===== src/rtl/pqt_pkg.sv =====
`timescale 1ns / 1ps
// ----------------------------------------------------------------------------
// pqt_pkg
// shared widths, codes and controller/datapath interface types for the
// partition quota tracker
// ----------------------------------------------------------------------------
package pqt_pkg;

    localparam int DEF_NUM_ELEMENTS = 64;
    localparam int DEF_NUM_GROUPS   = 8;

    localparam int NUM_LIMITS = 8;
    localparam int CMD_W      = 3;
    localparam int ELEM_W     = 6;
    localparam int GROUP_W    = 3;
    localparam int LIMIT_W    = 7;
    localparam int COUNT_W    = 7;
    localparam int ERR_W      = 2;
    localparam int CFG_IDX_W  = 3;

    localparam logic [LIMIT_W-1:0] LIMIT_RESET = 7'd64;

    typedef enum logic [CMD_W-1:0] {
        CMD_MAP        = 3'd0,
        CMD_ADD        = 3'd1,
        CMD_REMOVE     = 3'd2,
        CMD_CAN_ADD    = 3'd3,
        CMD_CAN_SWAP   = 3'd4,
        CMD_LIST_SWAPS = 3'd5,
        CMD_CLEAR      = 3'd6,
        CMD_IS_MEMBER  = 3'd7
    } cmd_e;

    typedef enum logic [ERR_W-1:0] {
        ERR_OK         = 2'd0,
        ERR_ALREADY    = 2'd1,
        ERR_NOT_MEMBER = 2'd2,
        ERR_UNMAPPED   = 2'd3
    } err_e;

    // controller -> datapath
    typedef struct packed {
        logic capture;
        logic exec_emit;
        logic scan_start;
        logic scan_read;
        logic scan_step;
        logic take_match;
        logic emit_pend;
        logic flush_emit;
    } ctrl_cmd_t;

    // datapath -> controller
    typedef struct packed {
        logic out_free;
        logic list_go;
        logic scan_member;
        logic match;
        logic pend_valid;
        logic scan_end;
    } dp_status_t;

endpackage


===== src/rtl/pqt_ctrl.sv =====
`timescale 1ns / 1ps
// ----------------------------------------------------------------------------
// pqt_ctrl
// sequencer: takes a word, runs the command, walks members for a swap list
// ----------------------------------------------------------------------------
module pqt_ctrl
(
    input  logic                  clk,
    input  logic                  rst_n,
    input  logic                  item_valid,
    output logic                  item_stall,
    input  pqt_pkg::dp_status_t   status,
    output pqt_pkg::ctrl_cmd_t    ctrl
);

    typedef enum logic [2:0] {
        ST_IDLE,
        ST_EXEC,
        ST_SCAN,
        ST_CHECK,
        ST_FLUSH
    } state_t;

    state_t state_reg, state_next;
    logic   stall_reg, stall_next;

    always_comb
    begin
        state_next = state_reg;
        ctrl       = '0;
        unique case (state_reg)
            ST_IDLE:
            begin
                if (item_valid)
                begin
                    ctrl.capture = 1'b1;
                    state_next   = ST_EXEC;
                end
            end
            ST_EXEC:
            begin
                if (status.list_go)
                begin
                    ctrl.scan_start = 1'b1;
                    state_next      = ST_SCAN;
                end
                else if (status.out_free)
                begin
                    ctrl.exec_emit = 1'b1;
                    state_next     = ST_IDLE;
                end
            end
            ST_SCAN:
            begin
                if (status.scan_member)
                begin
                    ctrl.scan_read = 1'b1;
                    state_next     = ST_CHECK;
                end
                else
                begin
                    ctrl.scan_step = 1'b1;
                    state_next     = status.scan_end ? ST_FLUSH : ST_SCAN;
                end
            end
            ST_CHECK:
            begin
                if (!status.match)
                begin
                    ctrl.scan_step = 1'b1;
                    state_next     = status.scan_end ? ST_FLUSH : ST_SCAN;
                end
                else if (!status.pend_valid || status.out_free)
                begin
                    // older match goes out, this one becomes the held entry
                    ctrl.take_match = 1'b1;
                    ctrl.emit_pend  = status.pend_valid;
                    ctrl.scan_step  = 1'b1;
                    state_next      = status.scan_end ? ST_FLUSH : ST_SCAN;
                end
            end
            ST_FLUSH:
            begin
                if (status.out_free)
                begin
                    ctrl.flush_emit = 1'b1;
                    state_next      = ST_IDLE;
                end
            end
        endcase
        stall_next = (state_next != ST_IDLE);
    end

    always_ff @(posedge clk or negedge rst_n)
    begin
        if (!rst_n)
        begin
            state_reg <= ST_IDLE;
            stall_reg <= 1'b0;
        end
        else
        begin
            state_reg <= state_next;
            stall_reg <= stall_next;
        end
    end

    assign item_stall = stall_reg;

endmodule


===== src/rtl/pqt_datapath.sv =====
`timescale 1ns / 1ps
// ----------------------------------------------------------------------------
// pqt_datapath
// group map memory, membership and map flags, group counts, limits,
// scan pointer and output register
// ----------------------------------------------------------------------------
module pqt_datapath #(
    parameter int NUM_ELEMENTS = pqt_pkg::DEF_NUM_ELEMENTS,
    parameter int NUM_GROUPS   = pqt_pkg::DEF_NUM_GROUPS
)
(
    input  logic                                clk,
    input  logic                                rst_n,
    input  logic [pqt_pkg::CMD_W-1:0]           command,
    input  logic [pqt_pkg::ELEM_W-1:0]          element,
    input  logic [pqt_pkg::ELEM_W-1:0]          partner,
    input  logic [pqt_pkg::GROUP_W-1:0]         group_id,
    input  logic                                cfg_valid,
    input  logic [pqt_pkg::CFG_IDX_W-1:0]       cfg_index,
    input  logic [pqt_pkg::LIMIT_W-1:0]         cfg_data,
    input  pqt_pkg::ctrl_cmd_t                  ctrl,
    output pqt_pkg::dp_status_t                 status,
    input  logic                                result_stall,
    output logic                                result_valid,
    output logic                                answer,
    output logic [pqt_pkg::ELEM_W-1:0]          listed_member,
    output logic                                member_valid,
    output logic                                last,
    output logic [pqt_pkg::ERR_W-1:0]           error_code,
    output logic                                all_within_limits
);

    localparam int IDX_W  = $clog2(NUM_ELEMENTS);
    localparam int GIDX_W = (NUM_GROUPS > 1) ? $clog2(NUM_GROUPS) : 1;
    localparam int EW     = pqt_pkg::ELEM_W;
    localparam int CW1    = pqt_pkg::COUNT_W + 1;
    localparam int LW     = pqt_pkg::CFG_IDX_W;

    // captured word
    logic [pqt_pkg::CMD_W-1:0]   cmd_reg;
    logic [pqt_pkg::ELEM_W-1:0]  elem_reg;
    logic [pqt_pkg::ELEM_W-1:0]  partner_reg;
    logic [pqt_pkg::GROUP_W-1:0] gid_reg;

    // group map memory with registered reads
    logic [pqt_pkg::GROUP_W-1:0] group_mem [NUM_ELEMENTS];
    logic [pqt_pkg::GROUP_W-1:0] rd_a_reg;
    logic [pqt_pkg::GROUP_W-1:0] rd_b_reg;
    logic                        mem_we;

    logic [NUM_ELEMENTS-1:0]     mapped_reg, mapped_next;
    logic [NUM_ELEMENTS-1:0]     member_reg, member_next;
    logic [pqt_pkg::COUNT_W-1:0] count_reg  [NUM_GROUPS];
    logic [pqt_pkg::COUNT_W-1:0] count_next [NUM_GROUPS];
    logic [pqt_pkg::LIMIT_W-1:0] limit_reg  [pqt_pkg::NUM_LIMITS];

    logic [IDX_W-1:0]            scan_idx_reg;
    logic [pqt_pkg::GROUP_W-1:0] scan_group_reg;
    logic                        scan_any_reg;
    logic                        pend_valid_reg;
    logic [IDX_W-1:0]            pend_idx_reg;

    logic                        result_valid_reg;
    logic                        answer_reg;
    logic [pqt_pkg::ELEM_W-1:0]  listed_reg;
    logic                        mvalid_reg;
    logic                        last_reg;
    logic [pqt_pkg::ERR_W-1:0]   err_reg;
    logic                        all_ok_reg;

    // decode
    logic              e_ok, p_ok, g_ok, e_map, e_mem, p_mem, room;
    logic [IDX_W-1:0]  e_idx, p_idx;
    logic [GIDX_W-1:0] ge_idx;
    pqt_pkg::err_e     err;
    logic              ans, map_go, add_go, rem_go, clr_go, list_go;
    logic              all_ok;
    logic              emit, out_free;

    always_comb
    begin
        e_ok   = 32'(elem_reg) < NUM_ELEMENTS;
        p_ok   = 32'(partner_reg) < NUM_ELEMENTS;
        g_ok   = 32'(gid_reg) < NUM_GROUPS;
        e_idx  = IDX_W'(elem_reg);
        p_idx  = IDX_W'(partner_reg);
        e_map  = e_ok && mapped_reg[e_idx];
        e_mem  = e_ok && member_reg[e_idx];
        p_mem  = p_ok && member_reg[p_idx];
        ge_idx = GIDX_W'(rd_a_reg);
        room   = (CW1'(count_reg[ge_idx]) + CW1'(1)) <= CW1'(limit_reg[rd_a_reg]);

        err     = pqt_pkg::ERR_OK;
        ans     = 1'b0;
        map_go  = 1'b0;
        add_go  = 1'b0;
        rem_go  = 1'b0;
        clr_go  = 1'b0;
        list_go = 1'b0;
        unique case (pqt_pkg::cmd_e'(cmd_reg))
            pqt_pkg::CMD_MAP:
            begin
                if (!e_ok || !g_ok)  err = pqt_pkg::ERR_UNMAPPED;
                else if (e_mem)      err = pqt_pkg::ERR_ALREADY;
                else                 map_go = 1'b1;
            end
            pqt_pkg::CMD_ADD:
            begin
                if (!e_map)          err = pqt_pkg::ERR_UNMAPPED;
                else if (e_mem)      err = pqt_pkg::ERR_ALREADY;
                else                 add_go = 1'b1;
            end
            pqt_pkg::CMD_REMOVE:
            begin
                if (!e_map)          err = pqt_pkg::ERR_UNMAPPED;
                else if (!e_mem)     err = pqt_pkg::ERR_NOT_MEMBER;
                else                 rem_go = 1'b1;
            end
            pqt_pkg::CMD_CAN_ADD:
            begin
                if (!e_map)          err = pqt_pkg::ERR_UNMAPPED;
                else if (e_mem)      err = pqt_pkg::ERR_ALREADY;
                else                 ans = room;
            end
            pqt_pkg::CMD_CAN_SWAP:
            begin
                if (!e_map)          err = pqt_pkg::ERR_UNMAPPED;
                else if (e_mem)      err = pqt_pkg::ERR_ALREADY;
                else if (!p_mem)     err = pqt_pkg::ERR_NOT_MEMBER;
                else                 ans = room || (rd_a_reg == rd_b_reg);
            end
            pqt_pkg::CMD_LIST_SWAPS:
            begin
                if (!e_map)          err = pqt_pkg::ERR_UNMAPPED;
                else if (e_mem)      err = pqt_pkg::ERR_ALREADY;
                else                 list_go = 1'b1;
            end
            pqt_pkg::CMD_CLEAR:
            begin
                clr_go = 1'b1;
            end
            pqt_pkg::CMD_IS_MEMBER:
            begin
                ans = e_mem;
            end
        endcase
    end

    // state update, only on the single-result path
    always_comb
    begin
        mapped_next = mapped_reg;
        member_next = member_reg;
        if (ctrl.exec_emit)
        begin
            if (map_go)  mapped_next[e_idx] = 1'b1;
            if (add_go)  member_next[e_idx] = 1'b1;
            if (rem_go)  member_next[e_idx] = 1'b0;
            if (clr_go)  member_next = '0;
        end
        for (int g = 0; g < NUM_GROUPS; g++)
        begin
            count_next[g] = count_reg[g];
            if (ctrl.exec_emit && clr_go)
                count_next[g] = '0;
            else if (ctrl.exec_emit && add_go && (ge_idx == GIDX_W'(g)))
                count_next[g] = count_reg[g] + 1'b1;
            else if (ctrl.exec_emit && rem_go && (ge_idx == GIDX_W'(g)))
                count_next[g] = count_reg[g] - 1'b1;
        end
        all_ok = 1'b1;
        for (int g = 0; g < NUM_GROUPS; g++)
        begin
            if (count_next[g] > limit_reg[LW'(g)])
                all_ok = 1'b0;
        end
    end

    assign mem_we   = ctrl.exec_emit && map_go;
    assign out_free = !result_valid_reg || !result_stall;
    assign emit     = ctrl.exec_emit || ctrl.emit_pend || ctrl.flush_emit;

    always_comb
    begin
        status.out_free    = out_free;
        status.list_go     = list_go;
        status.scan_member = member_reg[scan_idx_reg];
        status.match       = member_reg[scan_idx_reg]
                             && (scan_any_reg || (rd_a_reg == scan_group_reg));
        status.pend_valid  = pend_valid_reg;
        status.scan_end    = (scan_idx_reg == IDX_W'(NUM_ELEMENTS - 1));
    end

    // captured word
    always_ff @(posedge clk)
    begin
        if (ctrl.capture)
        begin
            cmd_reg     <= command;
            elem_reg    <= element;
            partner_reg <= partner;
            gid_reg     <= group_id;
        end
    end

    // group map memory
    always_ff @(posedge clk)
    begin
        if (mem_we)
            group_mem[e_idx] <= gid_reg;
        if (ctrl.capture)
        begin
            rd_a_reg <= group_mem[IDX_W'(element)];
            rd_b_reg <= group_mem[IDX_W'(partner)];
        end
        else if (ctrl.scan_read)
        begin
            rd_a_reg <= group_mem[scan_idx_reg];
        end
    end

    // flags, counts, limits, scan control
    always_ff @(posedge clk or negedge rst_n)
    begin
        if (!rst_n)
        begin
            mapped_reg     <= '0;
            member_reg     <= '0;
            for (int g = 0; g < NUM_GROUPS; g++)
                count_reg[g] <= '0;
            for (int k = 0; k < pqt_pkg::NUM_LIMITS; k++)
                limit_reg[k] <= pqt_pkg::LIMIT_RESET;
            scan_idx_reg   <= '0;
            pend_valid_reg <= 1'b0;
            result_valid_reg <= 1'b0;
        end
        else
        begin
            mapped_reg <= mapped_next;
            member_reg <= member_next;
            for (int g = 0; g < NUM_GROUPS; g++)
                count_reg[g] <= count_next[g];
            if (cfg_valid)
                limit_reg[cfg_index] <= cfg_data;
            if (ctrl.scan_start)
            begin
                scan_idx_reg   <= '0;
                pend_valid_reg <= 1'b0;
            end
            else
            begin
                if (ctrl.scan_step && !status.scan_end)
                    scan_idx_reg <= scan_idx_reg + 1'b1;
                if (ctrl.take_match)
                    pend_valid_reg <= 1'b1;
            end
            if (emit)
                result_valid_reg <= 1'b1;
            else if (!result_stall)
                result_valid_reg <= 1'b0;
        end
    end

    // scan payload
    always_ff @(posedge clk)
    begin
        if (ctrl.scan_start)
        begin
            scan_group_reg <= rd_a_reg;
            scan_any_reg   <= room;
        end
        if (ctrl.take_match)
            pend_idx_reg <= scan_idx_reg;
    end

    // output word
    always_ff @(posedge clk)
    begin
        if (ctrl.exec_emit)
        begin
            answer_reg <= ans;
            listed_reg <= '0;
            mvalid_reg <= 1'b0;
            last_reg   <= 1'b1;
            err_reg    <= err;
            all_ok_reg <= all_ok;
        end
        else if (ctrl.emit_pend)
        begin
            answer_reg <= 1'b0;
            listed_reg <= EW'(pend_idx_reg);
            mvalid_reg <= 1'b1;
            last_reg   <= 1'b0;
            err_reg    <= pqt_pkg::ERR_OK;
            all_ok_reg <= all_ok;
        end
        else if (ctrl.flush_emit)
        begin
            answer_reg <= 1'b0;
            listed_reg <= pend_valid_reg ? EW'(pend_idx_reg) : '0;
            mvalid_reg <= pend_valid_reg;
            last_reg   <= 1'b1;
            err_reg    <= pqt_pkg::ERR_OK;
            all_ok_reg <= all_ok;
        end
    end

    assign result_valid      = result_valid_reg;
    assign answer            = answer_reg;
    assign listed_member     = listed_reg;
    assign member_valid      = mvalid_reg;
    assign last              = last_reg;
    assign error_code        = err_reg;
    assign all_within_limits = all_ok_reg;

endmodule


===== src/rtl/partition_quota_tracker.sv =====
`timescale 1ns / 1ps
// ----------------------------------------------------------------------------
// partition_quota_tracker
// selected-set tracker with per-group count limits (partition matroid oracle)
// ----------------------------------------------------------------------------
// usage
//   item channel: item_valid / item_stall carry one command word (command,
//   element, partner, group_id); a word is taken when valid is high and
//   stall is low.
//   result channel: result_valid / result_stall carry one result word; a
//   command gives one word, list_swaps gives one word per listed member with
//   last set on the final one, or one empty closing word if none is listed.
//   cfg channel: cfg_valid / cfg_ready write limit_group<cfg_index>; ready is
//   always high, writes are meant for idle periods only.
//   a result word is offered from the output register once the execute state
//   has run; ordinary commands go one at a time: the registered read of the
//   group map memory, then the execute state, then back to idle for the next.
//   list_swaps runs the execute state, a walk over every element, one more
//   memory read per member and a final flush.
//   a stalled receiver holds the output register; the block takes at most one
//   more word, then waits in execute, in the member walk or in the final flush
//   until the held word is gone.
//   reset clears the set, the map flags, the counts and loads all limits with
//   64; the group map memory itself is not cleared.
// ----------------------------------------------------------------------------
module partition_quota_tracker #(
    parameter int NUM_ELEMENTS = pqt_pkg::DEF_NUM_ELEMENTS,
    parameter int NUM_GROUPS   = pqt_pkg::DEF_NUM_GROUPS
)
(
    input  logic                           clk,
    input  logic                           rst_n,
    // command words
    input  logic                           item_valid,
    output logic                           item_stall,
    input  logic [pqt_pkg::CMD_W-1:0]      command,
    input  logic [pqt_pkg::ELEM_W-1:0]     element,
    input  logic [pqt_pkg::ELEM_W-1:0]     partner,
    input  logic [pqt_pkg::GROUP_W-1:0]    group_id,
    // result words
    output logic                           result_valid,
    input  logic                           result_stall,
    output logic                           answer,
    output logic [pqt_pkg::ELEM_W-1:0]     listed_member,
    output logic                           member_valid,
    output logic                           last,
    output logic [pqt_pkg::ERR_W-1:0]      error_code,
    output logic                           all_within_limits,
    // limit registers
    input  logic                           cfg_valid,
    output logic                           cfg_ready,
    input  logic [pqt_pkg::CFG_IDX_W-1:0]  cfg_index,
    input  logic [pqt_pkg::LIMIT_W-1:0]    cfg_data
);

    pqt_pkg::ctrl_cmd_t  ctrl;
    pqt_pkg::dp_status_t status;

    // limit writes go straight into the limit registers, nothing to back-pressure
    assign cfg_ready = 1'b1;

    // sequencer: idle / execute / member walk / final flush
    pqt_ctrl u_ctrl (
        .clk        (clk),
        .rst_n      (rst_n),
        .item_valid (item_valid),
        .item_stall (item_stall),
        .status     (status),
        .ctrl       (ctrl)
    );

    // storage, checks and the output register
    pqt_datapath #(
        .NUM_ELEMENTS (NUM_ELEMENTS),
        .NUM_GROUPS   (NUM_GROUPS)
    ) u_datapath (
        .clk               (clk),
        .rst_n             (rst_n),
        .command           (command),
        .element           (element),
        .partner           (partner),
        .group_id          (group_id),
        .cfg_valid         (cfg_valid),
        .cfg_index         (cfg_index),
        .cfg_data          (cfg_data),
        .ctrl              (ctrl),
        .status            (status),
        .result_stall      (result_stall),
        .result_valid      (result_valid),
        .answer            (answer),
        .listed_member     (listed_member),
        .member_valid      (member_valid),
        .last              (last),
        .error_code        (error_code),
        .all_within_limits (all_within_limits)
    );

`ifndef SYNTHESIS
    // a taken word always blocks the next cycle while it executes
    a_busy_after_take: assert property (@(posedge clk) disable iff (!rst_n)
        (item_valid && !item_stall) |=> item_stall)
        else $error("item channel not busy after a word was taken");

    // a word without a listed member always closes its command
    a_empty_is_last: assert property (@(posedge clk) disable iff (!rst_n)
        (result_valid && !member_valid) |-> last)
        else $error("non-list result word without last");

    // an error word is a single closing word with no listed member
    a_error_single: assert property (@(posedge clk) disable iff (!rst_n)
        (result_valid && (error_code != pqt_pkg::ERR_OK)) |-> (last && !member_valid))
        else $error("error word is not a single closing word");

    // list entries never carry a yes answer
    a_list_no_answer: assert property (@(posedge clk) disable iff (!rst_n)
        result_valid |-> !(answer && member_valid))
        else $error("answer set on a listed member");
`endif

endmodule

===== config.mk =====
export PLATFORM = sky130hd
export DESIGN_NAME = partition_quota_tracker
export DESIGN_NICKNAME = d
export VERILOG_FILES = /design/src/rtl/pqt_pkg.sv /design/src/rtl/pqt_ctrl.sv /design/src/rtl/pqt_datapath.sv /design/src/rtl/partition_quota_tracker.sv
export SDC_FILE = /design/constraint.sdc
export NUM_CORES = 1
export LEC_CHECK = 0
export CAP_MARGIN = 0
export CORE_UTILIZATION = 45
export CTS_CLUSTER_SIZE = 14
export DETAILED_ROUTE_END_ITERATION = 10
export DONT_BUFFER_PORTS = 1
export PLACE_DENSITY = 0.65
export SLEW_MARGIN = 20
export SYNTH_ARGS = -nofsm -noshare
export SYNTH_HDL_FRONTEND = slang
export SYNTH_SLANG_ARGS = --single-unit

===== constraint.sdc =====
create_clock -name clk -period 10.44 [get_ports clk]
set_input_delay 0.522 -clock clk [delete_from_list [all_inputs] [get_ports clk]]
set_output_delay 0.522 -clock clk [all_outputs]
set_load 0.005 [all_outputs]

Yosys cells after proc, flatten, opt, wreduce, memory -nomap -nowiden --
Memories as Yosys holds them, arrays and structs flattened. A register that Yosys moved wholly into a read port is not among the register bits. Cells that the tools add are included.
Storage, ports and cells: flip-flop bits (word level) 295, bits in writable memories 192, input bits 33, output and inout port bits 15, logic and storage cells 268, memories 1
Memories:
- u_datapath.group_mem | words 64, bits a word 3, read ports 3, clocked after Yosys merged registers in 1, wr ports 1, line pqt_datapath.sv:46 | logic [pqt_pkg::GROUP_W-1:0] group_mem [NUM_ELEMENTS];
Cells by class: add/sub/neg operators 18, order comparisons 12, eq/ne operators 22, muxes and demuxes 123, bitwise gates (word level) 6, reductions and logical operators 49
Operators with widths (count):
- 64-bit 2-to-1 mux | 4
- 7-bit 2-to-1 mux | 29
- 64-bit OR | 2
- 64-bit AND | 1
- 64-bit NOT | 1
- 7-bit by 1-bit adder with 7-bit output (second input constant) | 8
- 56-bit bitwise mux | 1
- 7-bit by 1-bit subtractor with 7-bit output (second input constant) | 8
- 1-bit 2-to-1 mux | 50
- 7-bit binary-select mux with 3-bit select | 2
- 3-bit 2-to-1 mux | 10
- 6-bit 2-to-1 mux | 5
- 7-bit greater-than comparator | 4
- 3-bit == test (second input constant) | 9
- 1-bit binary-select mux with 6-bit select | 4
- 1-bit logical AND | 24
- 2-bit 2-to-1 mux | 12
- 7-bit demux with 3-bit select | 1
- 6-bit by 7-bit < comparator with 1-bit output (second input constant) | 3
- 3-bit by 2-bit == test with 1-bit output (second input constant) | 6
- 3-bit nonzero test | 6
- 3-bit one-hot mux with 5 select lines | 1
- 3-bit by 1-bit == test with 1-bit output (second input constant) | 3
- 3-bit logical NOT | 3
- other kinds (19) | 33

Depth between registers and ports, before layout --
Gate-level depths: netlist of the first run.
word-level depth 20, gate-level depth with buffers 22, depth with buffers taken out 17

By module --
Synthesis of the first run repeated with hierarchy kept, for this count alone.
Unflattened totals: cell total of the unflattened synthesis 2254, area total of the unflattened synthesis 28862.7 sq um
Modules (own cells, without submodules):
- pqt_datapath | times used 1, cells each 2209, area an instance 28484.8 sq um, sequential area each 13282.7 sq um
- pqt_ctrl | times used 1, cells each 43, area an instance 366.6 sq um, sequential area each 100.1 sq um
- partition_quota_tracker | times used 1, cells each 2, area an instance 11.3 sq um, sequential area each 0.0 sq um

Least setup slack after synthesis of the first run --
OpenSTA, ideal clock, no wires.
path kind reg-to-reg, start register u_datapath.elem_reg, in the netlist u_datapath.e_idx[2], end register u_datapath.all_ok_reg (netlist: u_datapath.all_within_limits), data pin, library setup time 0.133 ns, arrival 4.242 ns, required time 10.307 ns, path slack 6.065 ns, cell stages (with the launch flop) 23, buffers on the path 5, period minus slack after synthesis 4.375 ns, cells stage by stage edfxtp_1 > buf_6 > buf_2 > buf_6 > mux2i_1 > o22ai_1 > o41ai_1 > o2111ai_1 > nor2_1 > buf_4 > buf_2 > nor3_1 > o21a_1 > o21a_1 > ha_1 > nor2b_1 > o21a_1 > o21a_1 > o21a_1 > o21a_1 > o21a_1 > o22ai_1 > and4_1
RTL lines:
- start: declaration | line pqt_datapath.sv:41 | logic [pqt_pkg::ELEM_W-1:0] elem_reg;
- start signal: assignment | line pqt_datapath.sv:200 | elem_reg <= element;
- end signal: assignment | line pqt_datapath.sv:286 | all_ok_reg <= all_ok;
- end signal: assignment | line pqt_datapath.sv:295 | all_ok_reg <= all_ok;
- end signal: assignment | line pqt_datapath.sv:304 | all_ok_reg <= all_ok;
- end: declaration | line pqt_datapath.sv:69 | logic all_ok_reg;

==> results of run 1 <==
[through the flow]
stage / setup slack (ns) / cell area (µm²) / instances / total power, mW / hold WS, ns
floorplan: 6.06 / 28300 / 2275 / 3.65 / 0.226
global placement: 4.14 / 28900 / 2967 / 4.10 / 0.241
detailed placement: 3.92 / 28900 / 2967 / 4.13 / 0.241
CTS: 3.86 / 31100 / 3093 / 6.18 / 0.000985
global route: 3.39 / 31100 / 3096 / 6.43 / 0.0263
finish: 3.76 / 31100 / 3097 / 6.18 / 0.0213
[placed cells by master, fill, tap and decap left out, types with 65 or more instances in the layout]
| cell | Yosys | layout |
|---|---|---|
| a211oi_1 | 80 | 80 |
| a21oi_1 | 88 | 88 |
| dfrtp_1 | 244 | 242 |
| edfxtp_1 | 230 | 230 |
| ha_1 | 65 | 65 |
| inv_1 | 70 | 70 |
| mux2i_1 | 117 | 117 |
| mux4_2 | 213 | 213 |
| nand2_1 | 149 | 148 |
| nor2_1 | 129 | 127 |
| nor3_1 | 93 | 92 |
| or2_2 | 89 | 89 |
[final timing paths]
check	from	end	slack, ns	cells past startpoint
setup / recovery	u_datapath.e_idx[2]	u_datapath.all_within_limits	3.76	20
hold / removal	cfg_data[1]	u_datapath.limit_reg[50]	0.02	2
setup reg to reg	u_datapath.e_idx[2]	u_datapath.all_within_limits	3.76	20
hold reg to reg	u_datapath.pend_idx_reg[0]	u_datapath.listed_member[0]	0.46	1
max in group asynchronous	rst_n	u_datapath.scan_idx_reg[0]	9.13	3
min in group asynchronous	rst_n	u_datapath.count_reg[32]	0.51	2
[cell families (layout without fill, tap and decap cells)]
kind of cell	count (synthesis)	after routing	synth area share [%]
compound gates	439	439	10.9
simple gates	620	620	11.0
flops	490	490	47.2
fa+ha+maj	69	69	3.15
buf+inv	246	230	3.70
other cells	1	2	0.0132
mux	379	379	23.1
xor+xnor	31	31	0.958
[critical path, stage by stage, from the launching register on]
cell	delay [ns]
edfxtp_1	0.61
buf_4	0.56
inv_1	0.35
a221o_1	0.34
a21oi_1	0.19
o2111ai_1	0.34
or4_1	0.62
buf_4	0.26
nor2_4	0.53
buf_4	0.64
o311a_1	0.22
a31oi_1	0.11
ha_1	0.35
nor2b_1	0.14
o21a_1	0.16
o21a_1	0.16
o21a_1	0.17
o21a_1	0.16
o21a_1	0.16
o22ai_1	0.20
and4_1	0.22
[cell type report]
cell class | count | area, µm²
antenna | 1 | 2.50
clock buffer | 69 | 1450
clock inverter | 32 | 438
fill | 5243 | 30800
inverter | 71 | 267
multi-input combinational | 1539 | 14000
sequential | 490 | 13400
tap | 837 | 1050
timing repair buffer | 58 | 558
[routing by layer]
layer  GRT usage (%)  up-vias  part of all wire [%]
met1            36.5    10377                    41
met5               0        -                 0.049
met2            40.1     1085                    45
met3            7.27      177                    11
li1                -     8744                     -
met4            9.96        6                   3.4
[power breakdown]
group,internal [mW],switching [mW]
Sequential,2.20,0.142
Clock,1.17,0.848
Combinational,0.727,1.10
Total,4.09,2.09
==> results_dict.tcl, run 1 <==
set metrics [dict create \
    outcome "completed" \
    setup_tns_ns 0 \
    ant_nets 0 \
    async_reset_ff_share_pct 51.4 \
    worst_setup_path_start_kind "register" \
    slew_viol_final 0 \
    worst_setup_path_end_kind "register" \
    routabilityCongestion 0.937 \
    cts-resized-gates 0 \
    via_per_inst 6.58 \
    clk_latency_ns 0.66 \
    gr-total-overflow 0 \
    netlist_area_um2 28300 \
    finalHoldViolCount 0 \
    drc 0 \
    power_density_nw_per_um2 199 \
    clk_path_buf_depth 3 \
    antenna_found_initial 4 \
    slew_headroom_pct 23.6 \
    synth_cell_types 82 \
    synth_edf_count 230 \
    row_count 91 \
    finalCriticalPeriod_ns 6.68 \
    max_slew.worst_pin.slew_ns 1.14 \
    crit_required_ns 10.95 \
    initial_utilization_pct 45.8 \
    netlist_top_cells_count "244 x dfrtp_1, 230 x edfxtp_1, 213 x mux4_2, 149 x nand2_1, 129 x nor2_1" \
    synth_nets 2377 \
    cp.arrival_ns 7.18 \
    synth_top_cell_by_area "edfxtp_1" \
    cp_max_fo 57 \
    dr.pass1.iters 5 \
    hpwlAfterDp_um 55700 \
    cellLeakagePower_nw 11.8 \
    cts_hold_buf 25 \
    cap_violations 0 \
    drive_above_1_share_pct 22.2 \
    grt_setup_unrepaired "no" \
    yosys_warnings 0 \
    wl_um 83300 \
    yosysMostFrequentCell "dfrtp_1" \
    dieHeight_um 253 \
    clkTransAtPathRegs_ns 0.06 \
    cts_tree "done" \
    peakVddDrop_mv 0.142 \
    cts.sinks 490 \
    die_x_um 253 \
    crit_type "register to register" \
    grt_pass1_wl_um 128000 \
    grt_pass1_vias 20138 \
    setup_viol 0 \
    die_area_um2 64000 \
    io_buffers 0 \
    utilization_pct 50.3 \
    min_path_type "input pin to register" \
    post-route-period-util_pct 64.0 \
    clock.fmax_mhz 150 \
    synthTopCellsByArea "edfxtp_1 24%, dfrtp_1 22%, mux4_2 17%" \
    core_um2 61900 \
    seq_area_frac_synth_pct 47.2 \
    area_delta_synth_final_pct 9.80 \
    largest_reg_flops 192 \
    cts_setup_buffers 0 \
    synth_seq_cells 490 \
    finalNetCount 2316 \
    finClkSkew_ns 0.0422 \
    io_pins 48 \
    netlist.area_leader.share_pct 24.4 \
    syn-instance-count 2275 \
    grt_max_degree 253 \
    wire_per_inst_um 26.9 \
    drtIter0Drc 2330 \
    synth_ff_type "dfrtp_1" \
    root_buffer "clkbuf_16" \
    syn_area_per_cell_um2 12.5 \
    cts_max_level 2 \
    num_vias 20389 \
    grt_usage_pct 26.5 \
    cts_buffers 54 \
]
Power figures use the tool's default switching activity.
==> inputs of run 2 (changes only) <==
- clock period: 10.44 -> 6.3 ns (I/O delays scaled with it)
==> run 2 against run 1 <==
Effect of this change:
- register-to-register slack got worse by 3.4 ns
- wire length increased by 0.13%
- combinational power increased by 62%
- flip-flop and latch count unchanged
- final cell count increased by 0.81%
- highest routed layer unchanged
==> results_dict.tcl, run 2 (same netlist as run 1, synthesis figures left out) <==
set metrics [dict create \
    drtIter0Drc 2492 \
    gr-total-overflow 0 \
    reg2reg_from "u_datapath.e_idx[1]" \
    clock.fmax_mhz 169 \
    via_per_inst 6.58 \
    finalNetCount 2341 \
    crit_buf_inv 1 \
    crit_path_frequent_cell "o21a_1" \
    row_count 91 \
    io_buffers 0 \
    cellLeakagePower_nw 11.9 \
    largest_reg_flops 192 \
    drive_above_1_share_pct 22.5 \
    outcome "completed" \
    setup_viol 0 \
    root_buffer "clkbuf_16" \
    cap_violations 0 \
    clk_path_buf_depth 3 \
    wl_um 83400 \
    worst_setup_path_end_kind "register" \
    crit_family "compound AO/OA/AOI/OAI gates" \
    use_met1_pct 37.8 \
    finalCriticalPeriod_ns 5.92 \
    cp_cell_sequence "buf_4 > o32ai_1 > o31ai_1 > o2111ai_1 > or4_1 > nor2_4 > a21oi_1 > o21ai_0 > ha_1 > nor2b_1 > o21a_1 > o21a_1 > o21a_1 > o21a_1 > o21a_1 > o22ai_1 > and4_1" \
    io_pins 48 \
    core_um2 61900 \
    num_vias 20547 \
    slew_headroom_pct 27.6 \
    cts_tree "done" \
    crit_required_ns 6.80 \
    grt_usage_pct 26.4 \
    area_delta_synth_final_pct 10.2 \
    grt_util_met2_pct 40.5 \
    initial_utilization_pct 45.8 \
    busiest_layer "met2" \
    routabilityCongestion 0.939 \
    grtUsageMet3_pct 5.59 \
    cts_max_level 2 \
    final_cell_mix "242 x dfrtp_1, 230 x edfxtp_1, 213 x mux4_2" \
    finalHoldViolCount 0 \
    grt_setup_unrepaired "no" \
    dr.pass1.iters 5 \
    grt_max_degree 253 \
    slew_viol_final 0 \
    min_from "partner[5]" \
    crit_type "register to register" \
    ant_nets 0 \
    max_slew.worst_pin.slew_ns 1.08 \
    peakVddDrop_mv 0.217 \
    grt_pass1_wl_um 127000 \
    max_stage_delay_ns 0.96 \
    clk_latency_ns 0.64 \
    min_path_type "input pin to register" \
    grt_pass1_vias 20019 \
    power_density_nw_per_um2 329 \
    layout_commonest_cell "dfrtp_1" \
    finClkSkew_ns 0.0288 \
    r2r_setup_slack_ns 0.38 \
    diodes 0 \
    worst_setup_path_start_kind "register" \
    hpwlAfterDp_um 56900 \
    post-route-period-util_pct 93.9 \
    antenna_found_initial 1 \
    drc 0 \
    cp.arrival_ns 6.42 \
    crit_slowest_cell "edfxtp_1" \
    cts.sinks 490 \
    crit_start "u_datapath.e_idx[1]" \
    cp_max_fo 24 \
    cts_buffers 55 \
    fillCellCount 5372 \
    die_area_um2 64000 \
    dieHeight_um 253 \
    final_cells 3122 \
    dp_cells 2989 \
    cts_setup_buffers 0 \
    setup_tns_ns 0 \
    wire_per_inst_um 26.7 \
    clkTransAtPathRegs_ns 0.06 \
    die_x_um 253 \
]
==> run 2: final timing paths <==
path | cells past startpoint | end
max reg2reg | 17 | u_datapath.all_within_limits
max | 17 | u_datapath.all_within_limits
min reg2reg | 1 | u_datapath.listed_member[4]
max in group asynchronous | 3 | u_datapath.mapped_reg[42]
min in group asynchronous | 2 | u_datapath.count_reg[40]
min | 1 | u_datapath.rd_b_reg[1]
==> run 2: area by class of cell <==
class | count | area, µm² | share of cell area [%]
clock buffer | 81 | 1570 | 5.01
clock inverter | 22 | 251 | 0.805
inverter | 71 | 267 | 0.853
multi-input combinational | 1539 | 14000 | 44.7
sequential | 490 | 13400 | 42.9
tap | 837 | 1050 | 3.35
timing repair buffer | 82 | 738 | 2.36
==> run 2: what timing repair did <==
item | in CTS | in global routing
hold buffers | 29 | 0
resized for setup | 0 | 0
endpoints found under the hold margin | 330 | 0
==> run 2: layer usage <==
| metal | vias up | part of all wire [%] | routed length [µm] |
|---|---|---|---|
| met5 | - | 0.016 | 13 |
| li1 | 8794 | - | - |
| met3 | 152 | 9.5 | 7930 |
| met1 | 10567 | 42 | 35100 |
| met4 | 2 | 2.5 | 2120 |
| met2 | 1032 | 46 | 38300 |
==> run 2: per-stage QoR <==
stage / cell area, µm² / util (%) / setup WS, ns / hold WS [ns] / power (mW)
3_5_place_dp: 29100 / 46.9 / 0.610 / 0.0315 / 6.95
3_3_place_gp: 29100 / 46.9 / 0.759 / 0.0328 / 6.87
4_1_cts: 31200 / 50.4 / 0.587 / 0.00595 / 10.3
2_1_floorplan: 28300 / - / 1.92 / 0.0194 / 6.05
5_1_grt: 31200 / 50.4 / 0.143 / 0.0159 / 10.7
6_report: 31200 / 50.4 / 0.383 / 0.0418 / 10.3
==> run 2: power by group <==
group	leakage (nW)	switching, mW	internal, mW
registers	5.51	0.403	3.64
clock network	0.893	1.37	1.89
logic	5.51	1.72	1.25
total	11.9	3.49	6.78
==> inputs of run 3 (changes only) <==
- clock period: 6.3 -> 6.25 ns (I/O delays scaled with it)
==> run 3 against run 2 <==
Effect of this change:
- clock-buffer cell count down 7
- wire length increased by 0.13%
- worst setup slack better by 0.40 ns
- die area unchanged
- register-to-register slack better by 0.40 ns
- first-iteration DRC count down 3.4%
- total power grew 2.2%
- combinational power up 1%
- critical endpoint unchanged
- largest cell class unchanged
==> results_dict.tcl, run 3 (same netlist as run 1, synthesis figures left out) <==
set metrics [dict create \
    routabilityCongestion 0.961 \
    dieHeight_um 253 \
    slew_viol_final 0 \
    wire_per_inst_um 26.8 \
    core_um2 61900 \
    post-route-period-util_pct 87.5 \
    ant_nets 0 \
    area_delta_synth_final_pct 10.5 \
    grt_pass1_wl_um 127000 \
    hpwlAfterDp_um 56700 \
    utilization_pct 50.6 \
    power_frac_clock_pct 32.9 \
    reg2regPathDepth 19 \
    die_x_um 253 \
    max_slew.worst_pin.slew_ns 1.17 \
    cts_tree "done" \
    row_count 91 \
    cap_violations 0 \
    max_stage_delay_ns 0.72 \
    crit_slowest_cell "or4_1" \
    clk_path_buf_depth 3 \
    clk_latency_ns 0.64 \
    peakVddDrop_mv 0.218 \
    reg2reg_from "u_datapath.e_idx[2]" \
    dr.pass1.iters 7 \
    crit_type "register to register" \
    gr-total-overflow 0 \
    pre_cts_ws_ns 1.03 \
    finalNetCount 2338 \
    antenna_found_initial 3 \
    finClkSkew_ns 0.0324 \
    worst_setup_path_end_kind "register" \
    wl_um 83600 \
    io_pins 48 \
    cts.sinks 490 \
    r2r_end "u_datapath.all_within_limits" \
    drtIter0Drc 2407 \
    r2r_setup_slack_ns 0.78 \
    cts_max_level 2 \
    setup_viol 0 \
    grt_usage_pct 26.4 \
    largest_reg_flops 192 \
    switching_share_pct 33.7 \
    cts_buffers 54 \
    io_buffers 0 \
    outcome "completed" \
    worst_slack_ns 0.780 \
    slew_headroom_pct 22.2 \
    setup_tns_ns 0 \
    drc 0 \
    grt_max_degree 253 \
    finalHoldViolCount 0 \
    min_from "cfg_index[2]" \
    cp_max_fo 44 \
    clock.fmax_mhz 183 \
    layout_commonest_cell "dfrtp_1" \
    root_buffer "clkbuf_16" \
    combPwrFrac_pct 28.6 \
    min_to "u_datapath.limit_reg[55]" \
    crit_path_frequent_cell "o21a_1" \
    pwr-share-seq_pct 38.5 \
    num_vias 20554 \
    power_density_nw_per_um2 335 \
    die_area_um2 64000 \
    finalPower_mw 10.5 \
    dpl_cell_area_um2 29100 \
    clkTransAtPathRegs_ns 0.06 \
    via_per_inst 6.59 \
    holdWs_ns 0.0346 \
    initial_utilization_pct 45.8 \
    min_path_type "input pin to register" \
    final_cell_mix "242 x dfrtp_1, 230 x edfxtp_1, 213 x mux4_2" \
    worst_setup_path_start_kind "register" \
    final_cells 3120 \
    finalCriticalPeriod_ns 5.47 \
    internal_power_mw 6.97 \
    dp_cells 2986 \
    cts_setup_buffers 0 \
    cp.arrival_ns 5.97 \
    min_path_cells 4 \
    design_area_um2 31300 \
    grt_pass1_vias 20070 \
    crit_required_ns 6.75 \
    power_switching_mw 3.54 \
    cellLeakagePower_nw 11.9 \
    drive_above_1_share_pct 22.8 \
    cp_cell_sequence "buf_12 > inv_1 > a221o_1 > a21oi_1 > o2111ai_1 > or4_1 > buf_4 > nor4b_1 > a311o_1 > o21ai_0 > ha_1 > nor2b_1 > o21a_1 > o21a_1 > o21a_1 > o21a_1 > o21a_1 > o22ai_1 > and4_1" \
    grt_setup_unrepaired "no" \
]
run 3: changes by cell type in the layout (fill, tap and decap cells not counted), sizes merged:
cell and delta:
buf -3, diode +1, bufinv +3, dlygate4sd3 +1, clkbuf -7, inv -1, clkinvlp +5, clkinv -1
run 3: worst max path at each step:
stage               depth (start not counted)                 from                           end  slack (ns)
global route                               19  u_datapath.e_idx[1]  u_datapath.all_within_limits        0.52
finish                                     19  u_datapath.e_idx[2]  u_datapath.all_within_limits        0.78
CTS                                        19  u_datapath.e_idx[2]  u_datapath.all_within_limits        0.88
floorplan                                  22  u_datapath.e_idx[2]  u_datapath.all_within_limits        1.87
global placement                           18  u_datapath.e_idx[2]  u_datapath.all_within_limits        1.08
detailed placement                         19  u_datapath.e_idx[2]  u_datapath.all_within_limits        1.03
run 3: per-layer routing:
metal / GRT usage, % / vias to the layer above / part of all wire, %
met1: 37.1 / 10487 / 41
met2: 40.3 / 1081 / 45
li1: - / 8794 / -
met3: 5.83 / 188 / 9.7
met5: 0 / - / 0.032
met4: 9.25 / 4 / 3.3
run 3: cell type report:
cell class                 instances  area [µm²]
clock buffer                      74        1550
timing repair buffer              80         726
sequential                       490       13400
inverter                          71         267
fill                            5298       30600
clock inverter                    28         375
tap                              837        1050
multi-input combinational       1539       14000
antenna                            1        2.50
run 3: what timing repair did:
item | CTS | global route
hold buffers | 30 | 0
endpoints found under the hold margin | 330 | 0
setup endpoints to repair | 0 | 0
gates resized for setup | 0 | 0
run 3: worst max-delay path: cells and delay by family (launching register included):
family	cells	cell delay, ns
AOI/OAI and AO/OA	11	2.24
and+or+nand+nor	4	1.43
buffers and inverters	3	0.83
DFF	1	0.50
adders and majority gates	1	0.32
run 3: power groups by stage:
stage	Clock, mW	Combinational [mW]	Sequential, mW
floorplan	0	2.25	3.85
global placement	0	2.83	4.08
detailed placement	0	2.90	4.09
CTS	3.49	2.97	4.03
global route	3.62	3.22	4.07
finish	3.45	3.01	4.04
